## config.mk

```make
export PLATFORM = sky130hd
export DESIGN_NAME = chamber_hit_select_and_duplicate_top
export DESIGN_NICKNAME = d
export VERILOG_FILES = /design/src/rtl/core/chsd_pkg.sv /design/src/rtl/core/chsd_ram.sv /design/src/rtl/core/chsd_ctrl.sv /design/src/rtl/core/chsd_dp.sv /design/src/rtl/core/chamber_hit_select_and_duplicate_top.sv
export SDC_FILE = /design/constraint.sdc
export NUM_CORES = 2
export LEC_CHECK = 0
export BUFFER_PORTS_ARGS = -buffer_cell sky130_fd_sc_hd__buf_2
export CAP_MARGIN = 10
export CORE_ASPECT_RATIO = 1.1
export CORE_UTILIZATION = 55
export CTS_CLUSTER_SIZE = 16
export DETAILED_ROUTE_END_ITERATION = 8
export GPL_ROUTABILITY_DRIVEN = 0
export PLACE_DENSITY = 0.71
export SETUP_SLACK_MARGIN = 0.02
export SYNTH_ARGS = -nofsm -noshare
export SYNTH_HDL_FRONTEND = slang
export SYNTH_SLANG_ARGS = --single-unit
```

## constraint.sdc

```tcl
create_clock -name clock -period 10.97 [get_ports clock]
set_input_delay 1.6455 -clock clock [delete_from_list [all_inputs] [get_ports clock]]
set_output_delay 1.6455 -clock clock [all_outputs]
set_load 0.005 [all_outputs]
```

## src/rtl/core/chsd_pkg.sv

```systemverilog
// ----------------------------------------------------------------------------
// chsd_pkg
// Shared types and constants for the chamber hit select and duplicate block.
// ----------------------------------------------------------------------------
package chsd_pkg;

   localparam int LINK_COUNT   = 54;
   localparam int LINK_W       = 6;
   localparam int STORE_DEPTH  = LINK_COUNT * 2;
   localparam int ENTRY_W      = 23;
   localparam int REQ_FIELDS_W = 51;
   localparam int REQ_DATA_W   = 56;
   localparam int RSP_FIELDS_W = 31;
   localparam int RSP_DATA_W   = 32;
   localparam int CSR_IDX_W    = 3;
   localparam int CSR_DATA_W   = 5;

   // first link of the neighbor-sector chambers
   localparam logic [LINK_W-1:0] LINK_NB_BASE = 6'd45;
   localparam logic [LINK_W-1:0] CHAMBERS_PER_STATION = 6'd9;

   // pattern and quality patching
   localparam logic [3:0] PAT_PATCH_A = 4'd11;
   localparam logic [3:0] PAT_PATCH_B = 4'd12;
   localparam logic [3:0] PAT_PATCHED = 4'd10;
   localparam logic [3:0] QUAL_ZERO   = 4'd0;
   localparam logic [3:0] QUAL_MIN    = 4'd1;

   // configuration register indexes
   localparam logic [CSR_IDX_W-1:0] REG_OWN_ENDCAP  = 3'd0;
   localparam logic [CSR_IDX_W-1:0] REG_OWN_SECTOR  = 3'd1;
   localparam logic [CSR_IDX_W-1:0] REG_CUR_SLOT    = 3'd2;
   localparam logic [CSR_IDX_W-1:0] REG_SLOT_SHIFT  = 3'd3;
   localparam logic [CSR_IDX_W-1:0] REG_NB_ENABLE   = 3'd4;
   localparam logic [CSR_IDX_W-1:0] REG_PAIR_ENABLE = 3'd5;
   localparam logic [CSR_IDX_W-1:0] REG_FORCE_INNER = 3'd6;

   // input item fields, first field in the highest bits
   typedef struct packed {
      logic [5:0] drain_link;
      logic [3:0] quality;
      logic [3:0] pattern;
      logic [6:0] keywire;
      logic [7:0] strip;
      logic [3:0] chamber_id;
      logic [3:0] hit_slot;
      logic [5:0] chamber;
      logic [2:0] station;
      logic [2:0] hit_sector;
      logic [1:0] hit_endcap;
   } req_type;

   // stored hit
   typedef struct packed {
      logic [3:0] quality;
      logic [3:0] pattern;
      logic [6:0] keywire;
      logic [7:0] strip;
   } entry_type;

   // result item fields carried in tdata
   typedef struct packed {
      logic [3:0]        quality;
      logic [3:0]        pattern;
      logic [6:0]        keywire;
      logic [7:0]        strip;
      logic              dropped;
      logic              accepted;
      logic [LINK_W-1:0] link;
   } rsp_type;

   typedef struct packed {
      logic capture;
      logic offer_commit;
      logic drain_empty;
      logic drain_start;
      logic lat_a;
      logic lat_b;
      logic emit;
   } cmd_type;

   typedef struct packed {
      logic is_drain;
      logic drain_nonempty;
      logic fill_two;
      logic out_free;
      logic pair_last;
   } sts_type;

endpackage

```

## src/rtl/core/chsd_ram.sv

```systemverilog
// ----------------------------------------------------------------------------
// chsd_ram
// Generic single-port-write, single-port-read RAM with registered read data.
// ----------------------------------------------------------------------------
module chsd_ram #(
   parameter int WIDTH = 8,
   parameter int DEPTH = 16
) (
   input  logic                     clock,
   input  logic                     wen,
   input  logic [$clog2(DEPTH)-1:0] waddr,
   input  logic [WIDTH-1:0]         wdata,
   input  logic                     ren,
   input  logic [$clog2(DEPTH)-1:0] raddr,
   output logic [WIDTH-1:0]         rdata
);

   logic [WIDTH-1:0] mem_ff [DEPTH];
   logic [WIDTH-1:0] rdata_ff;

   always_ff @(posedge clock) begin
      if (wen) begin
         mem_ff[waddr] <= wdata;
      end
      if (ren) begin
         rdata_ff <= mem_ff[raddr];
      end
   end

   assign rdata = rdata_ff;

endmodule

```

## src/rtl/core/chsd_ctrl.sv

```systemverilog
// ----------------------------------------------------------------------------
// chsd_ctrl
// Sequencer: takes one item, evaluates it, reads a drained link if needed and emits.
// ----------------------------------------------------------------------------
module chsd_ctrl (
   input  logic              clock,
   input  logic              reset,
   input  logic              req_tvalid,
   output logic              req_tready,
   input  chsd_pkg::sts_type sts,
   output chsd_pkg::cmd_type cmd
);
   import chsd_pkg::*;

   typedef enum logic [4:0] {
      S_IDLE = 5'b00001,
      S_EVAL = 5'b00010,
      S_RDA  = 5'b00100,
      S_RDB  = 5'b01000,
      S_EMIT = 5'b10000
   } state_type;

   state_type state_ff, state_in;

   always_comb begin
      state_in   = state_ff;
      cmd        = '0;
      req_tready = 1'b0;
      unique case (state_ff)
         S_IDLE: begin
            req_tready = 1'b1;
            if (req_tvalid) begin
               cmd.capture = 1'b1;
               state_in    = S_EVAL;
            end
         end
         S_EVAL: begin
            if (sts.is_drain) begin
               if (sts.drain_nonempty) begin
                  cmd.drain_start = 1'b1;
                  state_in        = S_RDA;
               end else if (sts.out_free) begin
                  cmd.drain_empty = 1'b1;
                  state_in        = S_IDLE;
               end
            end else if (sts.out_free) begin
               cmd.offer_commit = 1'b1;
               state_in         = S_IDLE;
            end
         end
         S_RDA: begin
            cmd.lat_a = 1'b1;
            state_in  = sts.fill_two ? S_RDB : S_EMIT;
         end
         S_RDB: begin
            cmd.lat_b = 1'b1;
            state_in  = S_EMIT;
         end
         S_EMIT: begin
            if (sts.out_free) begin
               cmd.emit = 1'b1;
               if (sts.pair_last) begin
                  state_in = S_IDLE;
               end
            end
         end
         default: state_in = S_IDLE;
      endcase
   end

   always_ff @(posedge clock) begin
      if (reset) begin
         state_ff <= S_IDLE;
      end else begin
         state_ff <= state_in;
      end
   end

endmodule

```

## src/rtl/core/chsd_dp.sv

```systemverilog
// ----------------------------------------------------------------------------
// chsd_dp
// Datapath: config registers, hit selection and link map, fill counts,
// entry store, pairing and the output register.
// ----------------------------------------------------------------------------
module chsd_dp (
   input  logic                                clock,
   input  logic                                reset,
   input  logic                                csr_wen,
   input  logic [chsd_pkg::CSR_IDX_W-1:0]      csr_index,
   input  logic [chsd_pkg::CSR_DATA_W-1:0]     csr_wdata,
   input  logic                                req_tuser,
   input  logic [chsd_pkg::REQ_DATA_W-1:0]     req_tdata,
   input  logic                                rsp_tready,
   output logic                                rsp_tvalid,
   output logic                                rsp_tuser,
   output logic [chsd_pkg::RSP_DATA_W-1:0]     rsp_tdata,
   output logic                                rsp_tlast,
   input  chsd_pkg::cmd_type                   cmd,
   output chsd_pkg::sts_type                   sts
);
   import chsd_pkg::*;

   localparam int ADDR_W = $clog2(STORE_DEPTH);

   // configuration
   logic [1:0] own_endcap_ff;
   logic [2:0] own_sector_ff;
   logic [4:0] cur_slot_ff;
   logic [4:0] slot_shift_ff;
   logic       nb_en_ff;
   logic       pair_en_ff;
   logic       force_inner_ff;

   always_ff @(posedge clock) begin
      if (reset) begin
         own_endcap_ff  <= 2'd1;
         own_sector_ff  <= 3'd1;
         cur_slot_ff    <= 5'd0;
         slot_shift_ff  <= 5'd0;
         nb_en_ff       <= 1'b1;
         pair_en_ff     <= 1'b1;
         force_inner_ff <= 1'b0;
      end else if (csr_wen) begin
         unique case (csr_index)
            REG_OWN_ENDCAP:  own_endcap_ff  <= csr_wdata[1:0];
            REG_OWN_SECTOR:  own_sector_ff  <= csr_wdata[2:0];
            REG_CUR_SLOT:    cur_slot_ff    <= csr_wdata;
            REG_SLOT_SHIFT:  slot_shift_ff  <= csr_wdata;
            REG_NB_ENABLE:   nb_en_ff       <= csr_wdata[0];
            REG_PAIR_ENABLE: pair_en_ff     <= csr_wdata[0];
            REG_FORCE_INNER: force_inner_ff <= csr_wdata[0];
            default: ;
         endcase
      end
   end

   // captured item
   logic    op_ff;
   req_type req_ff;

   always_ff @(posedge clock) begin
      if (cmd.capture) begin
         op_ff  <= req_tuser;
         req_ff <= req_type'(req_tdata[REQ_FIELDS_W-1:0]);
      end
   end

   // hit selection and link map
   logic [11:0]       cham_prod;
   logic [3:0]        cham_div6;
   logic [5:0]        cham_rem;
   logic              sub_one;
   logic [6:0]        slot_sum;
   logic              slot_ok;
   logic              base_ok;
   logic [3:0]        id_m1;
   logic              own_hit;
   logic [2:0]        nb_sector;
   logic              nb_hit;
   logic              id3, id6, id9;
   logic [LINK_W-1:0] own_link;
   logic [LINK_W-1:0] nb_link;
   logic              nb_ok;
   logic              hit_sel;
   logic [LINK_W-1:0] link_sel;

   always_comb begin
      // chamber mod 6 through multiply by 43/256, exact below 128
      cham_prod = {6'd0, req_ff.chamber} * 12'd43;
      cham_div6 = cham_prod[11:8];
      cham_rem  = req_ff.chamber - 6'({2'd0, cham_div6} * 6'd6);
      sub_one   = cham_rem > 6'd2;

      slot_sum = {3'd0, req_ff.hit_slot} + {{2{slot_shift_ff[4]}}, slot_shift_ff};
      slot_ok  = slot_sum == {{2{cur_slot_ff[4]}}, cur_slot_ff};
      base_ok  = req_ff.station >= 3'd1 && req_ff.station <= 3'd4
                 && req_ff.chamber_id >= 4'd1 && req_ff.chamber_id <= 4'd9;
      id_m1    = req_ff.chamber_id - 4'd1;
      id3      = req_ff.chamber_id == 4'd3;
      id6      = req_ff.chamber_id == 4'd6;
      id9      = req_ff.chamber_id == 4'd9;

      own_hit = req_ff.hit_endcap == own_endcap_ff && req_ff.hit_sector == own_sector_ff;
      if (req_ff.station == 3'd1) begin
         own_link = sub_one ? {2'd0, id_m1} : CHAMBERS_PER_STATION + {2'd0, id_m1};
      end else begin
         own_link = 6'({3'd0, req_ff.station} * CHAMBERS_PER_STATION) + {2'd0, id_m1};
      end

      // sector 0 has no neighbor
      nb_sector = (own_sector_ff == 3'd1) ? 3'd6 : own_sector_ff - 3'd1;
      nb_hit    = nb_en_ff && req_ff.hit_endcap == own_endcap_ff
                  && own_sector_ff != 3'd0 && req_ff.hit_sector == nb_sector;
      if (req_ff.station == 3'd1) begin
         nb_ok   = !sub_one && (id3 || id6 || id9);
         nb_link = LINK_NB_BASE + (id3 ? 6'd0 : (id6 ? 6'd1 : 6'd2));
      end else begin
         nb_ok   = id3 || id9;
         nb_link = LINK_NB_BASE - 6'd1 + {2'd0, req_ff.station, 1'b0} + {5'd0, id9};
      end

      hit_sel  = base_ok && slot_ok && (own_hit || (nb_hit && nb_ok));
      link_sel = !hit_sel ? '0 : (own_hit ? own_link : nb_link);
   end

   // fill counts
   logic [1:0]        fill_ff [LINK_COUNT];
   logic [LINK_W-1:0] rd_link;
   logic              rd_in_range;
   logic [1:0]        fill_rd;
   logic              store_wen;

   always_comb begin
      rd_link     = op_ff ? req_ff.drain_link : link_sel;
      rd_in_range = rd_link < LINK_W'(LINK_COUNT);
      fill_rd     = rd_in_range ? fill_ff[rd_link] : 2'd0;
      store_wen   = cmd.offer_commit && hit_sel && !fill_rd[1];
   end

   always_ff @(posedge clock) begin
      if (reset) begin
         for (int i = 0; i < LINK_COUNT; i++) begin
            fill_ff[i] <= 2'd0;
         end
      end else if (store_wen) begin
         fill_ff[link_sel] <= fill_rd + 2'd1;
      end else if (cmd.drain_start) begin
         fill_ff[req_ff.drain_link] <= 2'd0;
      end
   end

   // entry store
   entry_type             new_entry;
   logic [ENTRY_W-1:0]    ram_rdata;
   entry_type             rd_entry;

   always_comb begin
      new_entry.strip   = req_ff.strip;
      new_entry.keywire = req_ff.keywire;
      new_entry.pattern = (req_ff.pattern == PAT_PATCH_A || req_ff.pattern == PAT_PATCH_B)
                          ? PAT_PATCHED : req_ff.pattern;
      new_entry.quality = (req_ff.quality == QUAL_ZERO) ? QUAL_MIN : req_ff.quality;
      rd_entry          = entry_type'(ram_rdata);
   end

   chsd_ram #(
      .WIDTH(ENTRY_W),
      .DEPTH(STORE_DEPTH)
   ) u_store (
      .clock(clock),
      .wen  (store_wen),
      .waddr(ADDR_W'({link_sel, fill_rd[0]})),
      .wdata(new_entry),
      .ren  (cmd.drain_start || cmd.lat_a),
      .raddr(ADDR_W'({req_ff.drain_link, cmd.lat_a})),
      .rdata(ram_rdata)
   );

   // drain and pairing
   logic      fill_two_ff;
   entry_type a_ff, b_ff;
   logic      four_ff, four_in;
   logic [1:0] idx_ff, last_idx_ff;
   logic      differ, inner;

   always_comb begin
      differ  = a_ff.strip != rd_entry.strip && a_ff.keywire != rd_entry.keywire;
      inner   = req_ff.drain_link <= 6'd2
                || (req_ff.drain_link >= 6'd9 && req_ff.drain_link <= 6'd11)
                || req_ff.drain_link == LINK_NB_BASE;
      four_in = pair_en_ff && (differ || (force_inner_ff && inner));
   end

   always_ff @(posedge clock) begin
      if (cmd.drain_start) begin
         fill_two_ff <= fill_rd[1];
      end
      if (cmd.lat_a) begin
         a_ff        <= rd_entry;
         four_ff     <= 1'b0;
         last_idx_ff <= 2'd0;
         idx_ff      <= 2'd0;
      end
      if (cmd.lat_b) begin
         b_ff        <= rd_entry;
         four_ff     <= four_in;
         last_idx_ff <= four_in ? 2'd3 : 2'd1;
      end
      if (cmd.emit) begin
         idx_ff <= idx_ff + 2'd1;
      end
   end

   // pairing k: strip side from b on odd k, wire side from b on k >= 2 in four mode
   logic      strip_b, wire_b;
   entry_type sp_src;
   entry_type emit_entry;

   always_comb begin
      strip_b            = idx_ff[0];
      wire_b             = four_ff ? idx_ff[1] : idx_ff[0];
      sp_src             = strip_b ? b_ff : a_ff;
      emit_entry         = sp_src;
      emit_entry.keywire = wire_b ? b_ff.keywire : a_ff.keywire;
   end

   // output register
   logic    out_valid_ff, out_valid_in;
   logic    out_entry_ff, out_last_ff;
   rsp_type out_ff, out_in;
   logic    out_entry_in, out_last_in;
   logic    out_free;

   always_comb begin
      out_free     = !out_valid_ff || rsp_tready;
      out_in       = '0;
      out_entry_in = 1'b0;
      out_last_in  = 1'b1;
      if (cmd.offer_commit) begin
         out_in.link     = link_sel;
         out_in.accepted = hit_sel;
         out_in.dropped  = hit_sel && fill_rd[1];
      end else if (cmd.drain_empty) begin
         out_in.link = req_ff.drain_link;
      end else begin
         out_in.link    = req_ff.drain_link;
         out_in.strip   = emit_entry.strip;
         out_in.keywire = emit_entry.keywire;
         out_in.pattern = emit_entry.pattern;
         out_in.quality = emit_entry.quality;
         out_entry_in   = 1'b1;
         out_last_in    = idx_ff == last_idx_ff;
      end
      if (cmd.offer_commit || cmd.drain_empty || cmd.emit) begin
         out_valid_in = 1'b1;
      end else if (rsp_tready) begin
         out_valid_in = 1'b0;
      end else begin
         out_valid_in = out_valid_ff;
      end
   end

   always_ff @(posedge clock) begin
      if (reset) begin
         out_valid_ff <= 1'b0;
      end else begin
         out_valid_ff <= out_valid_in;
      end
   end

   always_ff @(posedge clock) begin
      if (cmd.offer_commit || cmd.drain_empty || cmd.emit) begin
         out_ff       <= out_in;
         out_entry_ff <= out_entry_in;
         out_last_ff  <= out_last_in;
      end
   end

   assign rsp_tvalid = out_valid_ff;
   assign rsp_tuser  = out_entry_ff;
   assign rsp_tlast  = out_last_ff;
   assign rsp_tdata  = {{(RSP_DATA_W - RSP_FIELDS_W){1'b0}}, out_ff};

   always_comb begin
      sts.is_drain       = op_ff;
      sts.drain_nonempty = rd_in_range && fill_rd != 2'd0;
      sts.fill_two       = fill_two_ff;
      sts.out_free       = out_free;
      sts.pair_last      = idx_ff == last_idx_ff;
   end

endmodule

```

## src/rtl/core/chamber_hit_select_and_duplicate_top.sv

```systemverilog
// ----------------------------------------------------------------------------
// chamber_hit_select_and_duplicate_top
// Selects chamber hits into per-link slots and drains links with pairings.
// ----------------------------------------------------------------------------
// Offer: the captured item's result is registered once the output register is free; the next item is taken after that.
// Drain: the entry store is read through its single registered read port, latching entry a and, for two
//   stored hits, entry b; then one result per cycle while the output is not stalled (1,2,4).
// Empty or out-of-range drain: one result, registered once the output register is free.
// Reset (synchronous) clears fill counts and control and loads the configuration defaults; the
//   entry store is not cleared and needs no sweep.
module chamber_hit_select_and_duplicate_top (
   input  logic                            clock,
   input  logic                            reset,
   input  logic                            csr_wen,
   input  logic [chsd_pkg::CSR_IDX_W-1:0]  csr_index,
   input  logic [chsd_pkg::CSR_DATA_W-1:0] csr_wdata,
   input  logic                            req_tvalid,
   output logic                            req_tready,
   // tuser: operation
   input  logic                            req_tuser,
   // tdata: hit_endcap, hit_sector, station, chamber, hit_slot, chamber_id,
   //        strip, keywire, pattern, quality, drain_link
   input  logic [chsd_pkg::REQ_DATA_W-1:0] req_tdata,
   output logic                            rsp_tvalid,
   input  logic                            rsp_tready,
   // tuser: entry_valid
   output logic                            rsp_tuser,
   // tdata: link, accepted, dropped, out_strip, out_keywire, out_pattern,
   //        out_quality
   output logic [chsd_pkg::RSP_DATA_W-1:0] rsp_tdata,
   output logic                            rsp_tlast
);
   import chsd_pkg::*;

   cmd_type cmd;
   sts_type sts;

   chsd_ctrl u_ctrl (
      .clock     (clock),
      .reset     (reset),
      .req_tvalid(req_tvalid),
      .req_tready(req_tready),
      .sts       (sts),
      .cmd       (cmd)
   );

   chsd_dp u_dp (
      .clock     (clock),
      .reset     (reset),
      .csr_wen   (csr_wen),
      .csr_index (csr_index),
      .csr_wdata (csr_wdata),
      .req_tuser (req_tuser),
      .req_tdata (req_tdata),
      .rsp_tready(rsp_tready),
      .rsp_tvalid(rsp_tvalid),
      .rsp_tuser (rsp_tuser),
      .rsp_tdata (rsp_tdata),
      .rsp_tlast (rsp_tlast),
      .cmd       (cmd),
      .sts       (sts)
   );

endmodule

```

==> results.py <==
metrics = {
    "run_status": {
        "status": "finished with violations",
        "violations": "design-rule violations",
    },
    "synth": {
        "synth_top_area_share_pct": 74.6,
        "ys_seq_area_share_pct": 75.0,
        "syn_nets": 5415,
        "yosysWarnings": 0,
        "synth_area_leaders": "edfxtp_1 75%, mux4_2 16%, mux2i_1 0.83%",
        "ys.flop_type": "edfxtp_1",
        "async_flop_share_pct": 0,
        "syn_inst": 5282,
        "yosys.area.top_type": "edfxtp_1",
        "synth_edf_count": 2751,
        "synth_cell_types": 91,
        "synth-seq-cells": 2775,
        "syn_area_sq_mm": 0.111,
        "syn_area_per_cell_sq_um": 21.0,
    },
    "layout": {
        "fillers": 13300,
        "layout-drive-gt1-share_pct": 28.8,
        "register_area_sq_mm": 0.0831,
        "syn_to_final_growth_pct": 12.4,
        "multiInputGateArea_sq_mm": 0.0270,
        "fin_nets": 5708,
    },
    "sta": {
        "tns_ps": 0,
        "worst_slack_ps": 338,
        "finalHoldViolCount": 0,
        "finalSetupViolations": 0,
        "fmax_mhz": 94.1,
        "slew_headroom_pct": 4.48,
        "worst_pin_slew_ps": 1390,
        "fin_skew_ps": 43.5,
        "rsz0062_at_grt": "true",
        "min_period_ps": 10630,
        "final_max_slew_viol_count": 0,
        "period_share_pct": 96.9,
    },
    "worst_setup_path": {
        "reg2reg_slack_ps": 340,
        "crit_fanout": 38,
        "slowest_stage": "or4_1",
        "rr_worst_depth": 41,
        "cpPeakStageDelay_ps": 650,
        "start_kind": "flop",
        "crit_required_ps": 11570,
        "critPathKind": "reg2reg",
        "reg2reg_from": "u_dp.req_ff[11]",
        "critPathArrivalTime_ps": 11230,
        "cp_common_cell": "inv_1",
        "r2r-end": "u_dp.fill_ff[50][1]",
        "end_kind": "flop",
    },
    "min_path": {
        "hold_end": "u_dp.a_ff[19]",
        "hp-start": "u_dp.u_store.rdata[19]",
        "min_path_cells": 0,
        "hp-class": "reg2reg",
    },
    "detailed_routing": {
        "drt_iter0_drc": 7857,
        "drc": 2,
        "routed_via_density": 6.73,
        "wl_per_cell_um": 32.5,
        "ant_nets": 0,
        "dr.pass1.iters": 8,
        "vias": 56300,
        "drt-total-wl_um": 272000,
    },
    "floorplanning": {
        "fp-row-count": 172,
        "die_w_um": 430,
        "coreArea_sq_mm": 0.200,
        "fp.dieH_um": 473,
        "dieArea_sq_mm": 0.203,
        "start_util_pct": 55.4,
        "num_io_pins": 106,
    },
    "flow_run": {
        "cap_violations": 0,
    },
    "power_and_ir_drop": {
        "p_seq_share_pct": 46.3,
        "ir_drop_v": 0.000365,
        "internal-power_mw": 19.4,
        "power_switching_mw": 7.66,
        "swShare_pct": 28.3,
        "clock_power_share_pct": 33.2,
        "leakage_nw": 38.6,
        "p_comb_share_pct": 20.6,
        "power_density_mw_per_mm2": 218,
    },
    "clocking": {
        "hold_buffers": 0,
        "cts_buffers": 281,
        "cts_tree": "done",
        "clock_sinks": 2775,
        "clk_pin_slew_ps": 60,
        "cts-root-buf": "clkbuf_16",
        "htree_levels": 5,
        "clockBufferDepth": 4,
        "worstSkewPairLatency_ps": 930,
    },
    "global_route": {
        "gr-total-overflow": 0,
        "grt_start_max_net_pins": 144,
        "grtUsageTotal_pct": 26.9,
        "grt_pass1_vias": 55500,
        "antenna_found_initial": 13,
        "grt_pass1_wl_um": 391000,
    },
    "place": {
        "dp_slack_ps": 38.1,
        "hpwl_um": 150000,
        "port_buffers": 99,
    },
}
[critical path: cells and delay by family (launching register included)]
family | cells | cell delay, ps
buf+inv | 8 | 1000
compound gates | 14 | 3300
simple gates | 10 | 2550
fa+ha+maj | 7 | 2530
flops | 1 | 520
xor+xnor | 2 | 390
[metal layers]
| layer | routed length [um] | up-vias | GRT usage [%] |
|---|---|---|---|
| li1 | - | 22800 | - |
| met1 | 106000 | 29800 | 38.1 |
| met2 | 129000 | 3191 | 41.8 |
| met3 | 26200 | 525 | 5.51 |
| met4 | 10700 | 2 | 9.90 |
| met5 | 48 | - | 0 |
[worst max-delay path by stage]
stage / from / to / slack, ps / cells past startpoint
floorplan: u_dp.req_ff[10] / u_dp.u_store.mem_ff[20][0] / 800 / 31
global placement: u_dp.req_ff[11] / u_dp.fill_ff[50][1] / 280 / 38
detailed placement: u_dp.req_ff[11] / u_dp.fill_ff[50][1] / 40 / 39
global route: u_dp.req_ff[8] / u_dp.fill_ff[45][0] / -20 / 42
finish: u_dp.req_ff[11] / u_dp.fill_ff[50][1] / 340 / 41
CTS: u_dp.req_ff[11] / u_dp.fill_ff[50][1] / 20 / 40
[state kept, by name, summed over array words and instances (netlist names), 2 cells and up]
| register | flops |
|---|---|
| u_dp.req_ff | 36 |
| u_dp.u_store.rdata | 23 |
| u_dp.own_sector_ff | 3 |
| u_dp.new_entry | 15 |
| u_dp.slot_shift_ff | 5 |
| u_ctrl.state_ff | 5 |
| u_dp.a_ff | 23 |
| u_dp.b_ff | 23 |
| u_dp.u_store.mem_ff | 2484 |
| u_dp.cur_slot_ff | 5 |
| u_dp.idx_ff | 2 |
| u_dp.last_idx_ff | 2 |
| u_dp.own_endcap_ff | 2 |
| u_dp.rsp_tdata | 31 |
| u_dp.fill_ff | 108 |
[timing repair]
action / in CTS / in global routing
buffers inserted: 0 / 2
endpoints found under the setup margin: 2 / 241
pin swaps: 0 / 3
gates resized for setup: 1 / 32
[synthesized netlist by cell type (13+ instances only)]
cell,instances
mux2_2,16
nor2_1,137
dfxtp_1,24
xor2_1,24
mux4_2,782
nand2b_1,16
inv_1,51
o31ai_1,13
mux2i_1,92
nand3_1,52
buf_4,17
nand2_1,213
nor4_1,137
nor3_1,113
ha_1,55
a21oi_1,84
clkbuf_1,212
a31oi_1,13
buf_1,71
and3_1,14
or3_1,13
o21ai_0,120
edfxtp_1,2751
buf_2,25
xnor2_1,13
[power groups by stage]
stage                     Sequential [mW]  Clock (mW)  Combinational [mW]
after floorplan                      12.9           0                3.17
after global placement               12.7           0                5.27
after detailed placement             12.7           0                5.38
after CTS                            12.5        9.09                5.41
after global routing                 12.5        9.49                5.87
final                                12.5        8.98                5.56
[metrics by stage]
stage	std cells	cell area [sq um]	power [mW]	hold WS, ps	util [%]
after floorplan	5282	111000	16.1	421	-
after global placement	7900	116000	18.0	428	57.9
after detailed placement	7900	116000	18.1	447	57.9
after CTS	8362	124000	27.0	453	62.1
after global routing	8365	124000	27.9	470	62.2
final	8366	124000	27.1	454	62.2
[kinds of logic after synthesis]
group	Yosys count	synth area share (%)
AO/OA/AOI/OAI	360	2.12
XOR/XNOR	39	0.322
adder cells (fa/ha/maj)	63	0.766
buffers and inverters	378	1.37
flip-flops	2775	75.0
multiplexers	890	16.9
other	1	0.00339
AND/OR/NAND/NOR	776	3.50
[layout by cell type, fill, tap and decap left out, types with 16 or more instances in the layout]
cell type     n
a21oi_1      84
buf_2        99
buf_4       222
bufinv_16    16
clkbuf_1     52
clkbuf_16   289
clkinv_1     51
clkinv_2     42
dfxtp_1      24
edfxtp_1   2751
ha_1         55
inv_1        50
mux2_2       16
mux2i_1      91
mux4_2      782
nand2_1     212
nand2b_1     16
nand3_1      52
nor2_1      135
nor3_1       78
nor3_2       36
nor4_1       63
nor4_2       73
o21ai_0     112
xor2_1       24
[area by class of cell]
cell class	count	area share (%)
multi-input cells	2129	21.7
clock inverters	120	0.787
inverters	53	0.169
clock buffers	342	5.98
flip-flops and latches	2775	66.8
diodes	2	0.00402
well taps	2610	2.62
repair buffers	335	1.96
No activity file was read; power rests on OpenSTA's default activity.
